### src/hw/rtl/hlbc_pkg.sv
package hlbc_pkg;

  localparam int NUM_BUFFERS = 32;
  localparam int NUM_BUCKETS = 13;
  localparam int NUM_LISTS   = 2 * NUM_BUCKETS + 1;
  localparam int IDX_W       = $clog2(NUM_BUFFERS);
  localparam int LINK_W      = IDX_W + 1;
  localparam int LIST_W      = $clog2(NUM_LISTS);
  localparam int BKT_W       = $clog2(NUM_BUCKETS);
  localparam int BLK_W       = 32;
  localparam int DEV_W       = 8;
  localparam int CNT_W       = 8;

  // Reciprocal of the bucket count, rounded up, so that the quotient taken
  // from the top product bits is exact for every block number.
  localparam int RECIP_SH = BLK_W + BKT_W;
  localparam logic [BLK_W:0] RECIP_M =
    (BLK_W+1)'(((64'd1 << RECIP_SH) + 64'(NUM_BUCKETS) - 64'd1) / 64'(NUM_BUCKETS));

  typedef logic [IDX_W-1:0]  idx_t;
  typedef logic [LINK_W-1:0] link_t;
  typedef logic [LIST_W-1:0] list_t;
  typedef logic [BKT_W-1:0]  bkt_t;
  typedef logic [CNT_W-1:0]  cnt_t;
  typedef logic [1:0]        kind_t;
  typedef logic [1:0]        stat_t;

  // A link with its top bit set points nowhere.
  localparam link_t LINK_NIL = {1'b1, {IDX_W{1'b0}}};
  localparam list_t FREE_ID  = list_t'(2 * NUM_BUCKETS);
  localparam cnt_t  CNT_MAX  = {CNT_W{1'b1}};

  localparam kind_t K_GET     = 2'd0;
  localparam kind_t K_RELEASE = 2'd1;
  localparam kind_t K_PIN     = 2'd2;
  localparam kind_t K_UNPIN   = 2'd3;

  localparam stat_t ST_OK     = 2'd0;
  localparam stat_t ST_NOBUF  = 2'd1;
  localparam stat_t ST_CNTERR = 2'd2;

endpackage

### src/hw/rtl/hlbc_if.sv
interface hlbc_in_if import hlbc_pkg::*; ();
  logic  valid;
  logic  ready;
  kind_t kind;
  logic [DEV_W-1:0] device;
  logic [BLK_W-1:0] block;
  idx_t  buffer_in;

  modport source(output valid, kind, device, block, buffer_in, input ready);
  modport sink(input valid, kind, device, block, buffer_in, output ready);
endinterface

interface hlbc_out_if import hlbc_pkg::*; ();
  logic  valid;
  logic  ready;
  idx_t  buffer_out;
  stat_t status;
  logic  tag_hit;
  logic  need_read;
  cnt_t  count_after;

  modport source(output valid, buffer_out, status, tag_hit, need_read, count_after,
                 input ready);
  modport sink(input valid, buffer_out, status, tag_hit, need_read, count_after,
               output ready);
endinterface

### src/hw/rtl/hashed_lru_buffer_cache.sv
// Release, pin and unpin pass S_OP and S_FIN; a release that moves the buffer also
// passes S_UNL and S_PUSH. A get accepts and hashes the block in S_MODH and S_MODQ,
// then walks each list from S_START through S_WALK to the list end, checks for a victim,
// scans up to NUM_BUCKETS-1 other buckets' idle lists and relinks in S_UNL and S_PUSH.
// One item is in work at a time; the result register frees the input side.
// Synchronous active-low reset rebuilds all lists; tags stay unset.
module hashed_lru_buffer_cache import hlbc_pkg::*; (
  input  logic        clk,
  input  logic        rst_n,
  hlbc_in_if.sink     in_if,
  hlbc_out_if.source  out_if
);

  localparam logic [3:0] S_IDLE  = 4'd0;
  localparam logic [3:0] S_MODH  = 4'd1;
  localparam logic [3:0] S_START = 4'd2;
  localparam logic [3:0] S_WALK  = 4'd3;
  localparam logic [3:0] S_VIC   = 4'd4;
  localparam logic [3:0] S_SCAN  = 4'd5;
  localparam logic [3:0] S_UNL   = 4'd6;
  localparam logic [3:0] S_PUSH  = 4'd7;
  localparam logic [3:0] S_OP    = 4'd8;
  localparam logic [3:0] S_FIN   = 4'd9;
  localparam logic [3:0] S_MODQ  = 4'd10;

  logic [3:0] state_r;
  kind_t      kind_r;
  logic [DEV_W-1:0] dev_r;
  logic [BLK_W-1:0] blk_r;
  idx_t       bin_r;
  logic [2*BLK_W:0] prod_r;
  bkt_t       rem_r;
  bkt_t       bkt_r;
  bkt_t       k_r;
  logic       lst_idle_r;
  logic       victim_r;
  link_t      cur_r;
  list_t      tgt_r;

  idx_t       res_bo_r;
  stat_t      res_st_r;
  logic       res_hit_r;
  cnt_t       res_cnt_r;
  logic       grant_r;

  logic       out_valid_r;
  idx_t       out_bo_r;
  stat_t      out_st_r;
  logic       out_hit_r;
  logic       out_rd_r;
  cnt_t       out_cnt_r;

  cnt_t       ref_r  [NUM_BUFFERS];
  logic       vld_r  [NUM_BUFFERS];
  link_t      nxt_r  [NUM_BUFFERS];
  link_t      prv_r  [NUM_BUFFERS];
  list_t      own_r  [NUM_BUFFERS];
  link_t      head_r [NUM_LISTS];
  link_t      tail_r [NUM_LISTS];

  logic [DEV_W-1:0] tdev_mem_r [NUM_BUFFERS];
  logic [BLK_W-1:0] tblk_mem_r [NUM_BUFFERS];
  logic [DEV_W-1:0] tdev_q_r;
  logic [BLK_W-1:0] tblk_q_r;

  idx_t       cb;
  link_t      u_p;
  link_t      u_n;
  list_t      u_l;
  link_t      p_hd;
  list_t      start_l;
  list_t      home_idle;
  logic [BLK_W-1:0] quo;
  logic [BLK_W-1:0] quo_x;
  logic       tag_match;
  logic       tag_we;
  idx_t       tag_raddr;
  cnt_t       hcnt;
  list_t      hown;
  bkt_t       home_p1;
  bkt_t       bkt_p1;
  link_t      scan_t;
  link_t      vic_t;
  logic       fin_fire;

  assign cb        = cur_r[IDX_W-1:0];
  assign u_p       = prv_r[cb];
  assign u_n       = nxt_r[cb];
  assign u_l       = own_r[cb];
  assign p_hd      = head_r[tgt_r];
  assign home_idle = list_t'(rem_r) + list_t'(NUM_BUCKETS);
  assign start_l   = lst_idle_r ? home_idle : list_t'(rem_r);
  assign quo       = BLK_W'(prod_r >> RECIP_SH);
  assign quo_x     = quo * BLK_W'(NUM_BUCKETS);
  assign tag_match = !cur_r[IDX_W] && (tdev_q_r == dev_r) && (tblk_q_r == blk_r);
  assign hcnt      = ref_r[bin_r];
  assign hown      = own_r[bin_r];
  assign home_p1   = (rem_r == bkt_t'(NUM_BUCKETS - 1)) ? '0 : rem_r + bkt_t'(1);
  assign bkt_p1    = (bkt_r == bkt_t'(NUM_BUCKETS - 1)) ? '0 : bkt_r + bkt_t'(1);
  assign scan_t    = tail_r[list_t'(bkt_r) + list_t'(NUM_BUCKETS)];
  assign vic_t     = tail_r[home_idle];
  assign fin_fire  = (state_r == S_FIN) && (!out_valid_r || out_if.ready);
  assign tag_we    = (state_r == S_UNL) && (kind_r == K_GET) && victim_r;

  always_comb begin
    tag_raddr = cb;
    if (state_r == S_START) begin
      tag_raddr = head_r[start_l][IDX_W-1:0];
    end else if (state_r == S_WALK) begin
      tag_raddr = u_n[IDX_W-1:0];
    end
  end

  // Tag store: one write port, registered read.
  always_ff @(posedge clk) begin
    if (tag_we) begin
      tdev_mem_r[cb] <= dev_r;
      tblk_mem_r[cb] <= blk_r;
    end
    tdev_q_r <= tdev_mem_r[tag_raddr];
    tblk_q_r <= tblk_mem_r[tag_raddr];
  end

  always_ff @(posedge clk) begin
    if (!rst_n) begin
      state_r     <= S_IDLE;
      out_valid_r <= 1'b0;
      for (int i = 0; i < NUM_BUFFERS; i++) begin
        ref_r[i] <= '0;
        vld_r[i] <= 1'b0;
        nxt_r[i] <= (i == 0) ? LINK_NIL : link_t'(i - 1);
        prv_r[i] <= (i == NUM_BUFFERS - 1) ? LINK_NIL : link_t'(i + 1);
        own_r[i] <= FREE_ID;
      end
      for (int l = 0; l < NUM_LISTS; l++) begin
        head_r[l] <= (l == int'(FREE_ID)) ? link_t'(NUM_BUFFERS - 1) : LINK_NIL;
        tail_r[l] <= (l == int'(FREE_ID)) ? link_t'(0) : LINK_NIL;
      end
    end else begin
      if (out_valid_r && out_if.ready && !fin_fire) begin
        out_valid_r <= 1'b0;
      end
      case (state_r)
        S_IDLE: begin
          if (in_if.valid) begin
            kind_r     <= in_if.kind;
            dev_r      <= in_if.device;
            blk_r      <= in_if.block;
            bin_r      <= in_if.buffer_in;
            rem_r      <= '0;
            lst_idle_r <= 1'b0;
            victim_r   <= 1'b0;
            res_bo_r   <= '0;
            res_st_r   <= ST_OK;
            res_hit_r  <= 1'b0;
            res_cnt_r  <= '0;
            grant_r    <= 1'b0;
            state_r    <= (in_if.kind == K_GET) ? S_MODH : S_OP;
          end
        end
        S_MODH: begin
          // Quotient by the bucket count from a reciprocal multiplication.
          prod_r  <= (2*BLK_W+1)'(blk_r) * (2*BLK_W+1)'(RECIP_M);
          state_r <= S_MODQ;
        end
        S_MODQ: begin
          rem_r   <= bkt_t'(blk_r - quo_x);
          state_r <= S_START;
        end
        S_START: begin
          cur_r   <= head_r[start_l];
          state_r <= S_WALK;
        end
        S_WALK: begin
          if (cur_r[IDX_W]) begin
            if (!lst_idle_r) begin
              lst_idle_r <= 1'b1;
              state_r    <= S_START;
            end else begin
              state_r <= S_VIC;
            end
          end else if (tag_match) begin
            res_hit_r <= 1'b1;
            res_bo_r  <= cb;
            if (lst_idle_r) begin
              tgt_r   <= list_t'(rem_r);
              state_r <= S_UNL;
            end else if (ref_r[cb] == CNT_MAX) begin
              res_st_r  <= ST_CNTERR;
              res_cnt_r <= CNT_MAX;
              state_r   <= S_FIN;
            end else begin
              ref_r[cb] <= ref_r[cb] + cnt_t'(1);
              res_cnt_r <= ref_r[cb] + cnt_t'(1);
              grant_r   <= 1'b1;
              state_r   <= S_FIN;
            end
          end else begin
            cur_r <= u_n;
          end
        end
        S_VIC: begin
          tgt_r <= list_t'(rem_r);
          if (!vic_t[IDX_W]) begin
            cur_r    <= vic_t;
            victim_r <= 1'b1;
            state_r  <= S_UNL;
          end else if (!head_r[FREE_ID][IDX_W]) begin
            cur_r    <= head_r[FREE_ID];
            victim_r <= 1'b1;
            state_r  <= S_UNL;
          end else if (NUM_BUCKETS > 1) begin
            bkt_r   <= home_p1;
            k_r     <= bkt_t'(1);
            state_r <= S_SCAN;
          end else begin
            res_st_r <= ST_NOBUF;
            state_r  <= S_FIN;
          end
        end
        S_SCAN: begin
          if (!scan_t[IDX_W]) begin
            cur_r    <= scan_t;
            victim_r <= 1'b1;
            state_r  <= S_UNL;
          end else if (k_r == bkt_t'(NUM_BUCKETS - 1)) begin
            res_st_r <= ST_NOBUF;
            state_r  <= S_FIN;
          end else begin
            bkt_r <= bkt_p1;
            k_r   <= k_r + bkt_t'(1);
          end
        end
        S_UNL: begin
          if (u_p[IDX_W]) begin
            head_r[u_l] <= u_n;
          end else begin
            nxt_r[u_p[IDX_W-1:0]] <= u_n;
          end
          if (u_n[IDX_W]) begin
            tail_r[u_l] <= u_p;
          end else begin
            prv_r[u_n[IDX_W-1:0]] <= u_p;
          end
          if (kind_r == K_GET) begin
            ref_r[cb] <= cnt_t'(1);
            res_cnt_r <= cnt_t'(1);
            res_bo_r  <= cb;
            grant_r   <= 1'b1;
            if (victim_r) begin
              vld_r[cb] <= 1'b0;
            end
          end
          state_r <= S_PUSH;
        end
        S_PUSH: begin
          prv_r[cb] <= LINK_NIL;
          nxt_r[cb] <= p_hd;
          if (p_hd[IDX_W]) begin
            tail_r[tgt_r] <= {1'b0, cb};
          end else begin
            prv_r[p_hd[IDX_W-1:0]] <= {1'b0, cb};
          end
          head_r[tgt_r] <= {1'b0, cb};
          own_r[cb]     <= tgt_r;
          state_r       <= S_FIN;
        end
        S_OP: begin
          res_bo_r <= bin_r;
          state_r  <= S_FIN;
          if ({1'b0, bin_r} >= (IDX_W+1)'(NUM_BUFFERS)) begin
            res_st_r <= ST_CNTERR;
          end else if (kind_r == K_PIN) begin
            if (hcnt == CNT_MAX) begin
              res_st_r  <= ST_CNTERR;
              res_cnt_r <= CNT_MAX;
            end else begin
              ref_r[bin_r] <= hcnt + cnt_t'(1);
              res_cnt_r    <= hcnt + cnt_t'(1);
            end
          end else if (hcnt == '0) begin
            res_st_r <= ST_CNTERR;
          end else begin
            ref_r[bin_r] <= hcnt - cnt_t'(1);
            res_cnt_r    <= hcnt - cnt_t'(1);
            if (kind_r == K_RELEASE && hcnt == cnt_t'(1)) begin
              // A tagged buffer sits on its bucket's in-use or idle list.
              cur_r   <= {1'b0, bin_r};
              tgt_r   <= (hown < list_t'(NUM_BUCKETS)) ?
                         hown + list_t'(NUM_BUCKETS) : hown;
              state_r <= S_UNL;
            end
          end
        end
        S_FIN: begin
          if (fin_fire) begin
            out_valid_r <= 1'b1;
            out_bo_r    <= res_bo_r;
            out_st_r    <= res_st_r;
            out_hit_r   <= res_hit_r;
            out_cnt_r   <= res_cnt_r;
            out_rd_r    <= grant_r && !vld_r[cb];
            if (grant_r) begin
              vld_r[cb] <= 1'b1;
            end
            state_r <= S_IDLE;
          end
        end
        default: begin
          state_r <= S_IDLE;
        end
      endcase
    end
  end

  assign in_if.ready        = (state_r == S_IDLE);
  assign out_if.valid       = out_valid_r;
  assign out_if.buffer_out  = out_bo_r;
  assign out_if.status      = out_st_r;
  assign out_if.tag_hit     = out_hit_r;
  assign out_if.need_read   = out_rd_r;
  assign out_if.count_after = out_cnt_r;

  a_busy_after_accept: assert property (@(posedge clk) disable iff (!rst_n)
    (in_if.valid && in_if.ready) |=> !in_if.ready)
    else $error("input accepted again while an item is in work");

  a_free_ends: assert property (@(posedge clk) disable iff (!rst_n)
    head_r[FREE_ID][IDX_W] == tail_r[FREE_ID][IDX_W])
    else $error("free list head and tail disagree on emptiness");

  a_grant_ok: assert property (@(posedge clk) disable iff (!rst_n)
    (fin_fire && grant_r) |=> (out_if.status == ST_OK && out_if.count_after != '0))
    else $error("granted buffer reported with bad status or zero count");

  a_hit_not_nobuf: assert property (@(posedge clk) disable iff (!rst_n)
    (fin_fire && res_hit_r) |=> (out_if.status != ST_NOBUF && !out_if.need_read))
    else $error("tag hit reported as no buffer or with a read request");

endmodule
### src/flat_wrapper.sv
// flat-port wrapper written by rule: the top's interface ports become plain ports
module hashed_lru_buffer_cache_flat import hlbc_pkg::*;
  (clk, rst_n, in_if_valid, in_if_kind, in_if_device, in_if_block, in_if_buffer_in, in_if_ready, out_if_valid, out_if_buffer_out, out_if_status, out_if_tag_hit, out_if_need_read, out_if_count_after, out_if_ready);
  hlbc_in_if in_if_i ();
  hlbc_out_if out_if_i ();
  input  logic clk;
  input  logic rst_n;
  input wire logic [$bits(in_if_i.valid)-1:0] in_if_valid;
  input wire logic [$bits(in_if_i.kind)-1:0] in_if_kind;
  input wire logic [$bits(in_if_i.device)-1:0] in_if_device;
  input wire logic [$bits(in_if_i.block)-1:0] in_if_block;
  input wire logic [$bits(in_if_i.buffer_in)-1:0] in_if_buffer_in;
  output wire logic [$bits(in_if_i.ready)-1:0] in_if_ready;
  output wire logic [$bits(out_if_i.valid)-1:0] out_if_valid;
  output wire logic [$bits(out_if_i.buffer_out)-1:0] out_if_buffer_out;
  output wire logic [$bits(out_if_i.status)-1:0] out_if_status;
  output wire logic [$bits(out_if_i.tag_hit)-1:0] out_if_tag_hit;
  output wire logic [$bits(out_if_i.need_read)-1:0] out_if_need_read;
  output wire logic [$bits(out_if_i.count_after)-1:0] out_if_count_after;
  input wire logic [$bits(out_if_i.ready)-1:0] out_if_ready;
  assign in_if_i.valid = in_if_valid;
  assign in_if_i.kind = in_if_kind;
  assign in_if_i.device = in_if_device;
  assign in_if_i.block = in_if_block;
  assign in_if_i.buffer_in = in_if_buffer_in;
  assign in_if_ready = in_if_i.ready;
  assign out_if_valid = out_if_i.valid;
  assign out_if_buffer_out = out_if_i.buffer_out;
  assign out_if_status = out_if_i.status;
  assign out_if_tag_hit = out_if_i.tag_hit;
  assign out_if_need_read = out_if_i.need_read;
  assign out_if_count_after = out_if_i.count_after;
  assign out_if_i.ready = out_if_ready;
  hashed_lru_buffer_cache u_core (.clk(clk), .rst_n(rst_n), .in_if(in_if_i), .out_if(out_if_i));
endmodule
### config.mk
export PLATFORM = sky130hd
export DESIGN_NAME = hashed_lru_buffer_cache_flat
export DESIGN_NICKNAME = d
export VERILOG_FILES = /design/src/hw/rtl/hlbc_pkg.sv /design/src/hw/rtl/hlbc_if.sv /design/src/hw/rtl/hashed_lru_buffer_cache.sv /design/src/flat_wrapper.sv
export SDC_FILE = /design/constraint.sdc
export NUM_CORES = 2
export LEC_CHECK = 0
export BUFFER_PORTS_ARGS = -buffer_cell sky130_fd_sc_hd__buf_4
export CAP_MARGIN = 20
export CORE_ASPECT_RATIO = 1.25
export CORE_MARGIN = 2
export CORE_UTILIZATION = 38
export CTS_CLUSTER_SIZE = 16
export DETAILED_ROUTE_END_ITERATION = 7
export PLACE_DENSITY = 0.48
export REMOVE_ABC_BUFFERS = 1
export SYNTH_ARGS = -nofsm -noshare
export SYNTH_HDL_FRONTEND = slang
export SYNTH_SLANG_ARGS = --single-unit
### constraint.sdc
create_clock -name clk -period 20.5 [get_ports clk]
set_input_delay 4.1 -clock clk [delete_from_list [all_inputs] [get_ports clk]]
set_output_delay 4.1 -clock clk [all_outputs]
set_load 0.01 [all_outputs]
==> metrics <==
worst min-delay path class=reg2reg; Crit Reg-Reg Startpoint=u_core.rem_r[0]; synth unique cells=98; die height=663 um; Compound-Gate Fraction of Synth Area=7.58%; core box area=347000 um2; Vias=84993; Critical path origin=rst_n; Slew Viols, Final=0; final wirelength=452000 um; fin crit period=7.80 ns; Worst-Margin Slew=1.22 ns; Root Buffer=clkbuf_16; Adder-Cell Fraction of Synth Area=6.02%; outcome=completed; setup slack, reg-to-reg=12.83 ns; grt ovf=0; syn avg cell area=14.0 um2; number of CTS-inserted buffers=293; Reg-to-Reg End=u_core.tblk_q_r[21]; share of power burned in registers=24.2%; Clock H-tree levels=5; Int Pwr=15300 uW; worst r2r path cells=17; post-synthesis sequential area ratio=59.5%; Post-synth EDFFs=2536; FP Rows=242; HPWL Detailed=283000 um; Yosys top cell area share=57.7%; fmax=128 MHz; Final Hold Fails=0; Main synth FF type=edfxtp_1; DRC Markers=0; period utilization=38.0%; synth top area cells=edfxtp_1 58%, mux4_2 11%, fa_1 3.8%; routability cong.=0.923; Nets=9896; XOR/XNOR share of the synthesized area=0.734%; Placed Cells=13696; asr flop ratio synth=0%; WL/cell=31.7 um; antenna-violating nets left=0; Fin Clk Skew=0.0646 ns; pwr/cell area=185 nW/um2; Setup CP Type=in2reg; setup_tns=0 ns; Tot GR Track Use=25.1%; combinational family with the most area after synthesis=multiplexers; die area=352000 um2; CP max FO=58; Gate Count Post-Synth=9428; Synth Cell Area=132000 um2; initial drt markers=8450; RSZ-0062 raised after global routing=no; post_cts resized=0; Sw Share=44.0%; CTS tree=yes; count of hold-fix buffers inserted at cts=0; Die X=531 um; Post-Synth Simple-Gate Area=10.1%; Worst Hold End=u_core.out_if.count_after[1]; clock sink count=2660; Non-Filler Instances=14237; layout cells sized above 1=17.3%; post-CTS setup buffer count=0; Worst setup SP type=input port; CP Data Required Time=21.07 ns; Area Growth Syn to Fin=11.8%; largest net degree at the start of global routing=143; combinational power share=56.5%; first-pass GRT wire length=643000 um; vias in the first global route=86249; initial antenna violation count=7; clk slew on worst S/H paths=0.06 ns; post-layout util=42.6%; final hold slack=0.418 ns; Crit path arrival time=8.37 ns; peak supply drop=0.000933 V; clock power share=19.3%; Synthesis Warnings=0; Initial Utilization=38.1%; Final setup viols=0; clk buf depth=4; Vias/cell=5.97; Synth area leader=edfxtp_1; mux contribution to synthesized area=12.6%; Power, Total=27300 uW; worst skew pair latency=0.93 ns; sw power=12000 uW; Static Leak=0.0494 uW; DRT Pass-1 Iters=8; IO Pins=70; Max Cap Viol=0; # port buffers=69; Slew headroom=18.9%; Crit. End Element=flop; HP Start=u_core.res_cnt_r[1]; FF+latch count, synth=2660; Cells on Worst Hold Path=0
==> flip-flops by register name, summed over array words and instances (netlist names), 5 cells and up, named ones only <==
register,cells
u_core.tblk_mem_r,1024
u_core.out_if.count_after,8
u_core.res_bo_r,5
u_core.nxt_r,192
u_core.dev_r,8
u_core.bin_r,5
u_core.blk_r,32
u_core.tdev_mem_r,256
u_core.out_if.buffer_out,5
u_core.tblk_q_r,32
u_core.tail_r,186
u_core.prv_r,192
u_core.tdev_q_r,8
u_core.own_r,160
u_core.ref_r,256
u_core.cur_r,6
u_core.tgt_r,5
u_core.res_cnt_r,8
u_core.head_r,192
u_core.vld_r,32
==> area by class of cell <==
type	instances	area (um2)
Inverter	414	1560
Antenna cell	3	7.51
Timing Repair Buffer	333	2610
Clock inverter	156	1430
Fill cell	31656	199000
Clock buffer	378	7940
Sequential cell	2660	78700
Tap cell	4636	5800
Multi-Input combinational cell	5657	49600
==> synthesized netlist by cell type, types with 22 or more instances <==
library cell,count
a221oi_1,295
clkbuf_1,486
a221o_1,40
nand2_1,787
a2111oi_0,40
mux2_2,49
a22o_1,73
nor2_1,1046
xor2_1,55
a211oi_1,54
xnor2_1,52
nand3b_1,22
fa_1,249
nor2b_1,35
or4_1,40
dfxtp_1,124
and3_1,64
a31o_1,26
inv_1,411
nand2b_1,36
a31oi_1,53
edfxtp_1,2536
nand4_1,56
a32oi_1,124
buf_4,28
buf_1,41
nor3_1,68
ha_1,237
or3_1,24
a21oi_1,166
a221oi_2,39
nand3_1,307
buf_2,120
a21o_1,23
a22oi_1,53
mux2i_1,147
o21ai_0,183
nor4_1,27
mux4_2,642
and2_1,357
==> worst max-delay path, cell delays in order <==
cell,delay [ns]
buf_8,0.31
nand4_1,0.22
buf_4,0.31
nor2_1,0.86
mux2i_1,0.87
and2_1,0.88
nand2_1,0.33
nand2_1,0.32
==> placed cells by master (no fill, tap or decap), types with 49 or more instances in the layout <==
cell type	netlist	final
edfxtp_1	2536	2536
nor2_1	1046	1005
nand2_1	787	786
mux4_2	642	642
inv_1	411	410
and2_1	357	356
buf_4	28	321
nand3_1	307	302
clkbuf_16	0	302
a221oi_1	295	295
fa_1	249	249
ha_1	237	235
o21ai_0	183	183
a21oi_1	166	164
mux2i_1	147	146
a32oi_1	124	123
dfxtp_1	124	113
a22o_1	73	73
clkbuf_1	486	66
and3_1	64	62
nor3_1	68	58
nand4_1	56	56
xor2_1	55	54
a22oi_1	53	53
a211oi_1	54	53
clkinv_1	2	52
xnor2_1	52	50
clkinv_2	0	50
mux2_2	49	49
a31oi_1	53	49
==> power groups by stage <==
stage	registers [uW]	logic (uW)	clock network, uW
after floorplan	6930	10000	0
after global placement	6720	15400	0
after detailed placement	6720	15500	0
after CTS	6600	15600	5350
after global routing	6620	17000	5540
final	6610	15400	5260
==> how the worst max path moves through the flow <==
stage                      endpoint  slack [ns]  cells after the start
4_1_cts         u_core.tblk_q_r[21]       12.71                     17
3_5_place_dp   u_core.tail_r[16][4]       11.91                      8
3_3_place_gp    u_core.prv_r[16][0]       12.10                     14
6_report       u_core.tail_r[25][1]       12.70                      8
5_1_grt          u_core.tblk_q_r[5]       12.21                     17
2_1_floorplan    u_core.tblk_q_r[0]        0.51                      9
==> routing by layer <==
metal | vias to the layer above | GRT usage [%] | wire length, um
met5 | - | 0 | 0
met4 | 0 | 11.8 | 24200
met3 | 922 | 3.39 | 27300
met2 | 3619 | 43.2 | 226000
met1 | 44471 | 31.3 | 174000
li1 | 35981 | - | -
==> per-stage QoR <==
step / setup slack, ns / cell area (um2)
after floorplan: 0.512 / 129000
after global placement: 12.10 / 138000
after detailed placement: 11.91 / 138000
after CTS: 12.71 / 148000
after global routing: 12.21 / 148000
final: 12.70 / 148000
==> kinds of logic after synthesis <==
family | after synthesis
AO/OA/AOI/OAI | 1301
XOR/XNOR | 109
adder cells (fa/ha/maj) | 486
buffers and inverters | 1111
flip-flops | 2660
multiplexers | 843
AND/OR/NAND/NOR | 2918
(Power assumes the default switching activity.)
